**src/rtl/ritoa_pkg.sv**
```systemverilog
// ----------------------------------------------------------------------------
// ritoa_pkg
// Shared widths, character codes and control types of the radix
// integer-to-ascii converter.
// ----------------------------------------------------------------------------
package ritoa_pkg;

	// value and text sizes
	localparam int VALUE_WIDTH = 32;
	localparam int MAX_DIGITS  = 32;
	localparam int RADIX_W     = 5;
	localparam int CHAR_W      = 8;
	localparam int DIGIT_W     = 4;

	// divider: quotient bits resolved per cycle
	localparam int STEP_BITS = 8;
	localparam int DIV_STEPS = (VALUE_WIDTH + STEP_BITS - 1) / STEP_BITS;
	localparam int QUOT_W    = DIV_STEPS * STEP_BITS;
	localparam int STEP_W    = (DIV_STEPS > 1) ? $clog2(DIV_STEPS) : 1;

	// digit store addressing
	localparam int IDX_W = $clog2(MAX_DIGITS);
	localparam int CNT_W = $clog2(MAX_DIGITS + 1);
	localparam int SHIFT_W = 3;

	// bases with special handling
	localparam logic [RADIX_W-1:0] RADIX_MIN = 5'd2;
	localparam logic [RADIX_W-1:0] RADIX_MAX = 5'd16;
	localparam logic [RADIX_W-1:0] RADIX_BIN = 5'd2;
	localparam logic [RADIX_W-1:0] RADIX_QUA = 5'd4;
	localparam logic [RADIX_W-1:0] RADIX_OCT = 5'd8;
	localparam logic [RADIX_W-1:0] RADIX_DEC = 5'd10;
	localparam logic [RADIX_W-1:0] RADIX_HEX = 5'd16;

	// ascii codes
	localparam logic [CHAR_W-1:0] CH_ZERO  = 8'h30;
	localparam logic [CHAR_W-1:0] CH_MINUS = 8'h2D;
	localparam logic [CHAR_W-1:0] CH_X     = 8'h78;
	localparam logic [CHAR_W-1:0] CH_O     = 8'h6F;
	localparam logic [CHAR_W-1:0] CH_B     = 8'h62;

	localparam logic [CHAR_W-1:0] DIGIT_CHARS [16] = '{
		8'h30, 8'h31, 8'h32, 8'h33, 8'h34, 8'h35, 8'h36, 8'h37,
		8'h38, 8'h39, 8'h41, 8'h42, 8'h43, 8'h44, 8'h45, 8'h46
	};

	// control of the shared digit unit
	typedef struct packed {
		logic               pow2;
		logic [SHIFT_W-1:0] shift;
		logic [RADIX_W-1:0] base;
	} div_ctl_t;

	function automatic logic [CHAR_W-1:0] digit_char(input logic [DIGIT_W-1:0] d);
		return DIGIT_CHARS[d];
	endfunction

endpackage

```
**src/rtl/ritoa_value_if.sv**
```systemverilog
// ----------------------------------------------------------------------------
// ritoa_value_if
// Input channel: one signed value and its number base per transaction.
// ----------------------------------------------------------------------------
interface ritoa_value_if;
	logic                                      valid;
	logic                                      ready;
	logic signed [ritoa_pkg::VALUE_WIDTH-1:0]  value;
	logic        [ritoa_pkg::RADIX_W-1:0]      radix;

	modport source (output valid, output value, output radix, input ready);
	modport sink   (input valid, input value, input radix, output ready);
endinterface

```
**src/rtl/ritoa_char_if.sv**
```systemverilog
// ----------------------------------------------------------------------------
// ritoa_char_if
// Output channel: one ascii character and an end-of-text flag per transaction.
// ----------------------------------------------------------------------------
interface ritoa_char_if;
	logic                          valid;
	logic                          ready;
	logic [ritoa_pkg::CHAR_W-1:0]  character;
	logic                          last;

	modport source (output valid, output character, output last, input ready);
	modport sink   (input valid, input character, input last, output ready);
endinterface

```
**src/rtl/ritoa_digit_unit.sv**
```systemverilog
// ----------------------------------------------------------------------------
// ritoa_digit_unit
// Shared arithmetic of the converter: one restoring-division pass over
// STEP_BITS quotient bits, or a full digit by shift and mask for bases
// that are powers of two.
// ----------------------------------------------------------------------------
module ritoa_digit_unit (
	input  ritoa_pkg::div_ctl_t                ctl,
	input  logic [ritoa_pkg::QUOT_W-1:0]       quot,
	input  logic [ritoa_pkg::DIGIT_W-1:0]      rem,
	output logic [ritoa_pkg::QUOT_W-1:0]       quot_next,
	output logic [ritoa_pkg::DIGIT_W-1:0]      rem_next
);

	// restoring division, msb first, partial remainder stays below base
	always_comb begin
		logic [ritoa_pkg::DIGIT_W:0]     t;
		logic [ritoa_pkg::DIGIT_W-1:0]   r;
		logic [ritoa_pkg::STEP_BITS-1:0] qb;
		logic [ritoa_pkg::RADIX_W-1:0]   base_mask;
		r  = rem;
		qb = '0;
		for (int i = 0; i < ritoa_pkg::STEP_BITS; i++) begin
			t = {r, quot[ritoa_pkg::QUOT_W-1-i]};
			if (t >= ctl.base) begin
				qb[ritoa_pkg::STEP_BITS-1-i] = 1'b1;
				t = t - ctl.base;
			end
			r = t[ritoa_pkg::DIGIT_W-1:0];
		end
		base_mask = ctl.base - ritoa_pkg::RADIX_W'(1);

		if (ctl.pow2) begin
			quot_next = quot >> ctl.shift;
			rem_next  = quot[ritoa_pkg::DIGIT_W-1:0] & base_mask[ritoa_pkg::DIGIT_W-1:0];
		end else begin
			quot_next = (quot << ritoa_pkg::STEP_BITS) | ritoa_pkg::QUOT_W'(qb);
			rem_next  = r;
		end
	end

endmodule

```
**src/rtl/radix_integer_to_ascii_core.sv**
```systemverilog
// ----------------------------------------------------------------------------
// radix_integer_to_ascii_core
// Converts a signed value to its ascii text in base 2 to 16, one
// character per output transaction, the final one flagged by last.
// ----------------------------------------------------------------------------
// Usage
// value_ch takes a signed value and a radix; radix below 2 counts as 2 and
// above 16 counts as 16. char_ch returns the text: '-' first for a negative
// value in base 10, "0x", "0o" or "0b" first in bases 16, 8 and 2, then the
// upper-case digits, most significant first. Zero is "0" alone.
// Timing: the digits come from one shared unit. In bases 2, 4, 8 and 16 it
// yields a digit each cycle; in other bases it resolves 8 quotient bits a
// cycle. After the digits, the prefix and one digit-store read lead into
// one character per cycle unless the receiver stalls. value_ch.ready is
// high only while no item is in progress; the next item is taken while
// the last character still waits in the output register. A stalled
// receiver holds the character in place and stalls the prefix and digit
// output, while the division of a new item goes on.
// Reset clears the sequencer and the output valid; the digit store holds
// no reset value and is always written before it is read.
// ----------------------------------------------------------------------------
module radix_integer_to_ascii_core (
	input  logic            clk,
	input  logic            arst_n,
	ritoa_value_if.sink     value_ch,
	ritoa_char_if.source    char_ch
);

	localparam logic [2:0] S_IDLE  = 3'd0;
	localparam logic [2:0] S_DIV   = 3'd1;
	localparam logic [2:0] S_PFX1  = 3'd2;
	localparam logic [2:0] S_PFX2  = 3'd3;
	localparam logic [2:0] S_FETCH = 3'd4;
	localparam logic [2:0] S_EMIT  = 3'd5;

	logic [2:0]                          state_q, state_d;
	logic [ritoa_pkg::QUOT_W-1:0]        quot_q, quot_d, quot_next;
	logic [ritoa_pkg::DIGIT_W-1:0]       rem_q, rem_d, rem_next;
	logic [ritoa_pkg::STEP_W-1:0]        step_q, step_d;
	logic [ritoa_pkg::CNT_W-1:0]         cnt_q, cnt_d, cnt_inc, cnt_dec;
	ritoa_pkg::div_ctl_t                 ctl_q, ctl_d, ctl_in;
	logic                                minus_q, minus_d;
	logic                                pfx2_q, pfx2_d;
	logic [ritoa_pkg::CHAR_W-1:0]        letter_q, letter_d;
	logic                                out_valid_q, out_valid_d;
	logic [ritoa_pkg::CHAR_W-1:0]        out_char_q, out_char_d;
	logic                                out_last_q, out_last_d;

	logic [ritoa_pkg::DIGIT_W-1:0]       mem [ritoa_pkg::MAX_DIGITS];
	logic [ritoa_pkg::DIGIT_W-1:0]       rd_q;
	logic                                mem_we, mem_re;

	logic                                in_acc, slot_free, digit_done;
	logic                                neg_in;
	logic [ritoa_pkg::VALUE_WIDTH-1:0]   mag_in;
	logic [ritoa_pkg::RADIX_W-1:0]       base_in;

	assign value_ch.ready  = (state_q == S_IDLE);
	assign in_acc          = value_ch.valid && value_ch.ready;
	assign slot_free       = !out_valid_q || char_ch.ready;
	assign char_ch.valid     = out_valid_q;
	assign char_ch.character = out_char_q;
	assign char_ch.last      = out_last_q;

	assign cnt_inc = cnt_q + ritoa_pkg::CNT_W'(1);
	assign cnt_dec = cnt_q - ritoa_pkg::CNT_W'(1);

	// magnitude and base of the incoming transaction
	always_comb begin
		neg_in = value_ch.value[ritoa_pkg::VALUE_WIDTH-1];
		mag_in = neg_in ? (~value_ch.value + ritoa_pkg::VALUE_WIDTH'(1)) : value_ch.value;
		if (value_ch.radix < ritoa_pkg::RADIX_MIN) begin
			base_in = ritoa_pkg::RADIX_MIN;
		end else if (value_ch.radix > ritoa_pkg::RADIX_MAX) begin
			base_in = ritoa_pkg::RADIX_MAX;
		end else begin
			base_in = value_ch.radix;
		end
		ctl_in.base = base_in;
		ctl_in.pow2 = base_in inside {ritoa_pkg::RADIX_BIN, ritoa_pkg::RADIX_QUA,
			ritoa_pkg::RADIX_OCT, ritoa_pkg::RADIX_HEX};
		case (base_in)
			ritoa_pkg::RADIX_BIN: ctl_in.shift = 3'd1;
			ritoa_pkg::RADIX_QUA: ctl_in.shift = 3'd2;
			ritoa_pkg::RADIX_OCT: ctl_in.shift = 3'd3;
			default:              ctl_in.shift = 3'd4;
		endcase
	end

	// shared digit unit
	ritoa_digit_unit u_digit_unit (
		.ctl       (ctl_q),
		.quot      (quot_q),
		.rem       (rem_q),
		.quot_next (quot_next),
		.rem_next  (rem_next)
	);

	assign digit_done = ctl_q.pow2 || (step_q == ritoa_pkg::STEP_W'(ritoa_pkg::DIV_STEPS - 1));

	// sequencer
	always_comb begin
		state_d     = state_q;
		quot_d      = quot_q;
		rem_d       = rem_q;
		step_d      = step_q;
		cnt_d       = cnt_q;
		ctl_d       = ctl_q;
		minus_d     = minus_q;
		pfx2_d      = pfx2_q;
		letter_d    = letter_q;
		out_valid_d = out_valid_q && !char_ch.ready;
		out_char_d  = out_char_q;
		out_last_d  = out_last_q;
		mem_we      = 1'b0;
		mem_re      = 1'b0;
		case (state_q)
			S_IDLE: begin
				if (in_acc) begin
					quot_d  = ritoa_pkg::QUOT_W'(mag_in);
					rem_d   = '0;
					step_d  = '0;
					cnt_d   = '0;
					ctl_d   = ctl_in;
					minus_d = neg_in && (base_in == ritoa_pkg::RADIX_DEC);
					pfx2_d  = (mag_in != '0) && (base_in inside {ritoa_pkg::RADIX_HEX,
						ritoa_pkg::RADIX_OCT, ritoa_pkg::RADIX_BIN});
					case (base_in)
						ritoa_pkg::RADIX_HEX: letter_d = ritoa_pkg::CH_X;
						ritoa_pkg::RADIX_OCT: letter_d = ritoa_pkg::CH_O;
						default:              letter_d = ritoa_pkg::CH_B;
					endcase
					state_d = S_DIV;
				end
			end
			S_DIV: begin
				quot_d = quot_next;
				if (digit_done) begin
					mem_we = 1'b1;
					cnt_d  = cnt_inc;
					rem_d  = '0;
					step_d = '0;
					if (quot_next == '0 || cnt_inc == ritoa_pkg::CNT_W'(ritoa_pkg::MAX_DIGITS)) begin
						state_d = (minus_q || pfx2_q) ? S_PFX1 : S_FETCH;
					end
				end else begin
					rem_d  = rem_next;
					step_d = step_q + ritoa_pkg::STEP_W'(1);
				end
			end
			S_PFX1: begin
				if (slot_free) begin
					out_valid_d = 1'b1;
					out_char_d  = minus_q ? ritoa_pkg::CH_MINUS : ritoa_pkg::CH_ZERO;
					out_last_d  = 1'b0;
					state_d     = pfx2_q ? S_PFX2 : S_FETCH;
				end
			end
			S_PFX2: begin
				if (slot_free) begin
					out_valid_d = 1'b1;
					out_char_d  = letter_q;
					out_last_d  = 1'b0;
					state_d     = S_FETCH;
				end
			end
			S_FETCH: begin
				mem_re  = 1'b1;
				cnt_d   = cnt_dec;
				state_d = S_EMIT;
			end
			S_EMIT: begin
				if (slot_free) begin
					out_valid_d = 1'b1;
					out_char_d  = ritoa_pkg::digit_char(rd_q);
					out_last_d  = (cnt_q == '0);
					if (cnt_q == '0) begin
						state_d = S_IDLE;
					end else begin
						mem_re = 1'b1;
						cnt_d  = cnt_dec;
					end
				end
			end
			default: begin
				state_d = S_IDLE;
			end
		endcase
	end

	// control registers
	always_ff @(posedge clk or negedge arst_n) begin
		if (!arst_n) begin
			state_q     <= S_IDLE;
			cnt_q       <= '0;
			step_q      <= '0;
			out_valid_q <= 1'b0;
		end else begin
			state_q     <= state_d;
			cnt_q       <= cnt_d;
			step_q      <= step_d;
			out_valid_q <= out_valid_d;
		end
	end

	// payload registers
	always_ff @(posedge clk) begin
		quot_q     <= quot_d;
		rem_q      <= rem_d;
		ctl_q      <= ctl_d;
		minus_q    <= minus_d;
		pfx2_q     <= pfx2_d;
		letter_q   <= letter_d;
		out_char_q <= out_char_d;
		out_last_q <= out_last_d;
	end

	// digit store, least significant digit at index zero
	always_ff @(posedge clk) begin
		if (mem_we) begin
			mem[cnt_q[ritoa_pkg::IDX_W-1:0]] <= rem_next;
		end
	end

	always_ff @(posedge clk) begin
		if (mem_re) begin
			rd_q <= mem[cnt_dec[ritoa_pkg::IDX_W-1:0]];
		end
	end

endmodule

```
**src/flat_wrapper.sv**
```systemverilog
// flat-port wrapper written by rule: the top's interface ports become plain ports
module radix_integer_to_ascii_core_flat 
  (clk, arst_n, value_ch_valid, value_ch_value, value_ch_radix, value_ch_ready, char_ch_valid, char_ch_character, char_ch_last, char_ch_ready);
  ritoa_value_if value_ch_i ();
  ritoa_char_if char_ch_i ();
  input  logic clk;
  input  logic arst_n;
  input wire logic [$bits(value_ch_i.valid)-1:0] value_ch_valid;
  input wire logic [$bits(value_ch_i.value)-1:0] value_ch_value;
  input wire logic [$bits(value_ch_i.radix)-1:0] value_ch_radix;
  output wire logic [$bits(value_ch_i.ready)-1:0] value_ch_ready;
  output wire logic [$bits(char_ch_i.valid)-1:0] char_ch_valid;
  output wire logic [$bits(char_ch_i.character)-1:0] char_ch_character;
  output wire logic [$bits(char_ch_i.last)-1:0] char_ch_last;
  input wire logic [$bits(char_ch_i.ready)-1:0] char_ch_ready;
  assign value_ch_i.valid = value_ch_valid;
  assign value_ch_i.value = value_ch_value;
  assign value_ch_i.radix = value_ch_radix;
  assign value_ch_ready = value_ch_i.ready;
  assign char_ch_valid = char_ch_i.valid;
  assign char_ch_character = char_ch_i.character;
  assign char_ch_last = char_ch_i.last;
  assign char_ch_i.ready = char_ch_ready;
  radix_integer_to_ascii_core u_core (.clk(clk), .arst_n(arst_n), .value_ch(value_ch_i), .char_ch(char_ch_i));
endmodule
```
**config.mk**
```make
export PLATFORM = sky130hd
export DESIGN_NAME = radix_integer_to_ascii_core_flat
export DESIGN_NICKNAME = d
export VERILOG_FILES = /design/src/rtl/ritoa_pkg.sv /design/src/rtl/ritoa_value_if.sv /design/src/rtl/ritoa_char_if.sv /design/src/rtl/ritoa_digit_unit.sv /design/src/rtl/radix_integer_to_ascii_core.sv /design/src/flat_wrapper.sv
export SDC_FILE = /design/constraint.sdc
export NUM_CORES = 1
export LEC_CHECK = 0
export BUFFER_PORTS_ARGS = -buffer_cell sky130_fd_sc_hd__buf_2
export CORE_MARGIN = 2
export CORE_UTILIZATION = 33
export CTS_BUF_LIST = sky130_fd_sc_hd__clkbuf_8
export CTS_CLUSTER_SIZE = 25
export DETAILED_ROUTE_END_ITERATION = 7
export PLACE_DENSITY = 0.49
export SLEW_MARGIN = 10
export SYNTH_ARGS = -nofsm -noshare
export SYNTH_HDL_FRONTEND = slang
export SYNTH_SLANG_ARGS = --single-unit
```
**constraint.sdc**
```tcl
create_clock -name clk -period 12.1 [get_ports clk]
set_clock_uncertainty 0.05 [all_clocks]
set_input_delay 0.605 -clock clk [delete_from_list [all_inputs] [get_ports clk]]
set_output_delay 0.605 -clock clk [all_outputs]
set_load 0.005 [all_outputs]
```
==> impl_metrics.ini <==
[outcome]
outcome = finished clean

[logic_synthesis]
ys_types = 78
synth_ff_type = edfxtp_1
syn_inst = 1104
synth_nets = 1204
synthArstFlopShare_pct = 5.91
seq_area_frac_synth_pct = 46.6
synth_warnings = 0
synth-edff-count = 191
avgSynthCellArea_um2 = 11.7
synth.cell_area_mm2 = 0.0129
yosys_register_bits = 203

[route]
via_count = 9199
ant_nets = 0
drt_iter0_markers = 756
drtPass1Iterations = 5
vias_per_cell = 5.40
wirelength_um = 35300
route.detailed.drc = 0
wl_per_cell_um = 20.7

[finish]
most-common-layout-cells = edfxtp_1 (191), nor2_1 (98), nand2_1 (80)
nNetsFinal = 1255
num-fill-cells = 3767
layout_commonest_cell = edfxtp_1
layout.area.seq_mm2 = 0.00604
drive_gt1_share_pct = 20.4
multiInputGateArea_mm2 = 0.00656
area_delta_synth_final_pct = 12.7

[placement]
place_congestion = 0.826
dp_slack_ns = 0.0933
dpl.hpwl_um = 24900
io_buffers = 50

[critical_path]
ff2ff_path_depth = 46
critical_path.top_delay_family = compound AO/OA/AOI/OAI gates
arrival_ns = 11.94
crit_cells = 46
r2r_start = u_core.ctl_q[2]
cp-start-kind = flop
path_buf_inv = 2
crit_type = reg2reg
cpPeakStageDelay_ns = 0.47
cp-end-kind = flop
critPathLaunch = u_core.ctl_q[2]
cp_data_required_time_ns = 12.54
cp_max_fo = 7
ff2ff_setup_slack_ns = 0.60
slowest_stage = a311o_2

[clocking]
cts-root-buf = clkbuf_8
clk_latency_ns = 0.55
path_clk_slew_ns = 0.07
cts_htree_levels = 2
max-clock-path-buffers = 3
cts_buffers = 37
clock-sinks = 203
cts_tree = built

[die]
coreArea_mm2 = 0.0386
die-area_mm2 = 0.0408
die_w_um = 202
rows = 72
start_util_pct = 33.5
io_pins = 52
die_h_um = 202

[hold_path]
holdPathStages = 3
worstHoldStart = char_ch_ready
hold_class = in2reg

[timing]
fin_ws_ns = 0.604
final-hold-violation-count = 0
fin_crit_sh_pct = 95.0
setup_viol = 0
tightest_slew_ns = 1.24
slew_headroom_pct = 16.4
fmax_mhz = 87.0
period_needed_ns = 11.50
slew_viol_final = 0

[grt]
grt_pass1_wl_um = 54300
grt_max_degree = 66
antenna_found_initial = 1
grt_use_total_pct = 17.2
grt_remaining_overflow = 0
grt_pass1_vias = 9099

[run]
maxCapViolCount = 0
through the flow:
step / hold slack, ns / cell area [um^2] / TNS, ns / utilization (%) / cells
after floorplan: 0.259 / 12900 / 0 / - / 1104
after global placement: 0.428 / 13800 / 0 / 35.6 / 1630
after detailed placement: 0.436 / 13800 / 0 / 35.6 / 1630
after CTS: 0.295 / 14500 / 0 / 37.5 / 1698
after global routing: 0.318 / 14600 / -0.141 / 37.7 / 1701
final: 0.333 / 14600 / 0 / 37.7 / 1702
flip-flops by register name, summed over array words and instances (netlist names):
name and cells:
u_core.step_q 2, u_core.pfx2_q 1, u_core.state_q 3, u_core.char_ch.last 1
u_core.rd_q 4, u_core.minus_q 1, u_core.quot_q 32, u_core.cnt_q 6
u_core.ctl_q 9, u_core.mem 128, u_core.char_ch.character 7, u_core.char_ch.valid 1
u_core.letter_q 4, u_core.rem_q 4
cells in the mapped netlist, types with 10 or more instances:
library cell / count / area (um^2)
a21o_1: 12 / 90.1
a21oi_1: 64 / 320
a22oi_1: 11 / 82.6
buf_2: 11 / 55.1
clkbuf_1: 43 / 161
dfrtp_1: 12 / 300
edfxtp_1: 191 / 5740
ha_1: 51 / 638
inv_1: 50 / 188
mux2_2: 21 / 236
mux2i_1: 54 / 541
mux4_2: 63 / 1420
nand2_1: 80 / 300
nand3_1: 23 / 115
nand4_1: 10 / 62.6
nor2_1: 98 / 368
nor2b_1: 14 / 87.6
nor3_1: 15 / 75.1
o21ai_0: 59 / 295
xnor2_1: 31 / 272
xor2_1: 21 / 184
what timing repair did:
action,CTS,global route
resized for setup,0,17
setup buffers,0,2
hold buffers,1,0
hold endpoints to repair,12,0
setup endpoints to repair,0,136
area by class of cell:
cell class | instances | area share, %
well taps | 518 | 4.44
repair buffers | 74 | 2.99
inverters | 51 | 1.31
diodes | 1 | 0.0172
multi-input cells | 788 | 44.9
clock inverters | 29 | 1.31
flip-flops and latches | 203 | 41.4
clock buffers | 38 | 3.59
logic make-up after synthesis:
kind of cell | after synthesis | synth area share, %
fa+ha+maj | 60 | 6.25
mux | 138 | 17.0
simple gates | 305 | 11.7
compound gates | 231 | 11.5
other cells | 1 | 0.0290
buf+inv | 114 | 3.44
flops | 203 | 46.6
xor+xnor | 52 | 3.52
metal layers:
layer / vias to the layer above / part of all wire, % / GRT usage [%]
li1: 4345 / - / -
met1: 4554 / 49 / 25.4
met2: 247 / 44 / 25.6
met3: 51 / 5.2 / 3.22
met4: 2 / 2.0 / 5.25
met5: - / 0.028 / 0
path summary, 6_finish.rpt:
path / to
worst max register to register: u_core.state_q[1]
worst min register to register: u_core.step_q[0]
worst min-delay path: u_core.char_ch.valid
worst max-delay path: u_core.state_q[1]
min in group asynchronous: u_core.state_q[1]
max in group asynchronous: u_core.cnt_q[0]
worst reg2reg max path, delay by kind of cell (launching register included):
family	cells	cell delay, ns
compound gates	23	5.54
fa+ha+maj	8	2.72
mux	5	1.61
simple gates	8	0.87
flops	1	0.41
buf+inv	2	0.25
Power is left out: the tool's default activity adds up to more than one toggle a clock period on the data nets, which glitch-free logic cannot reach.
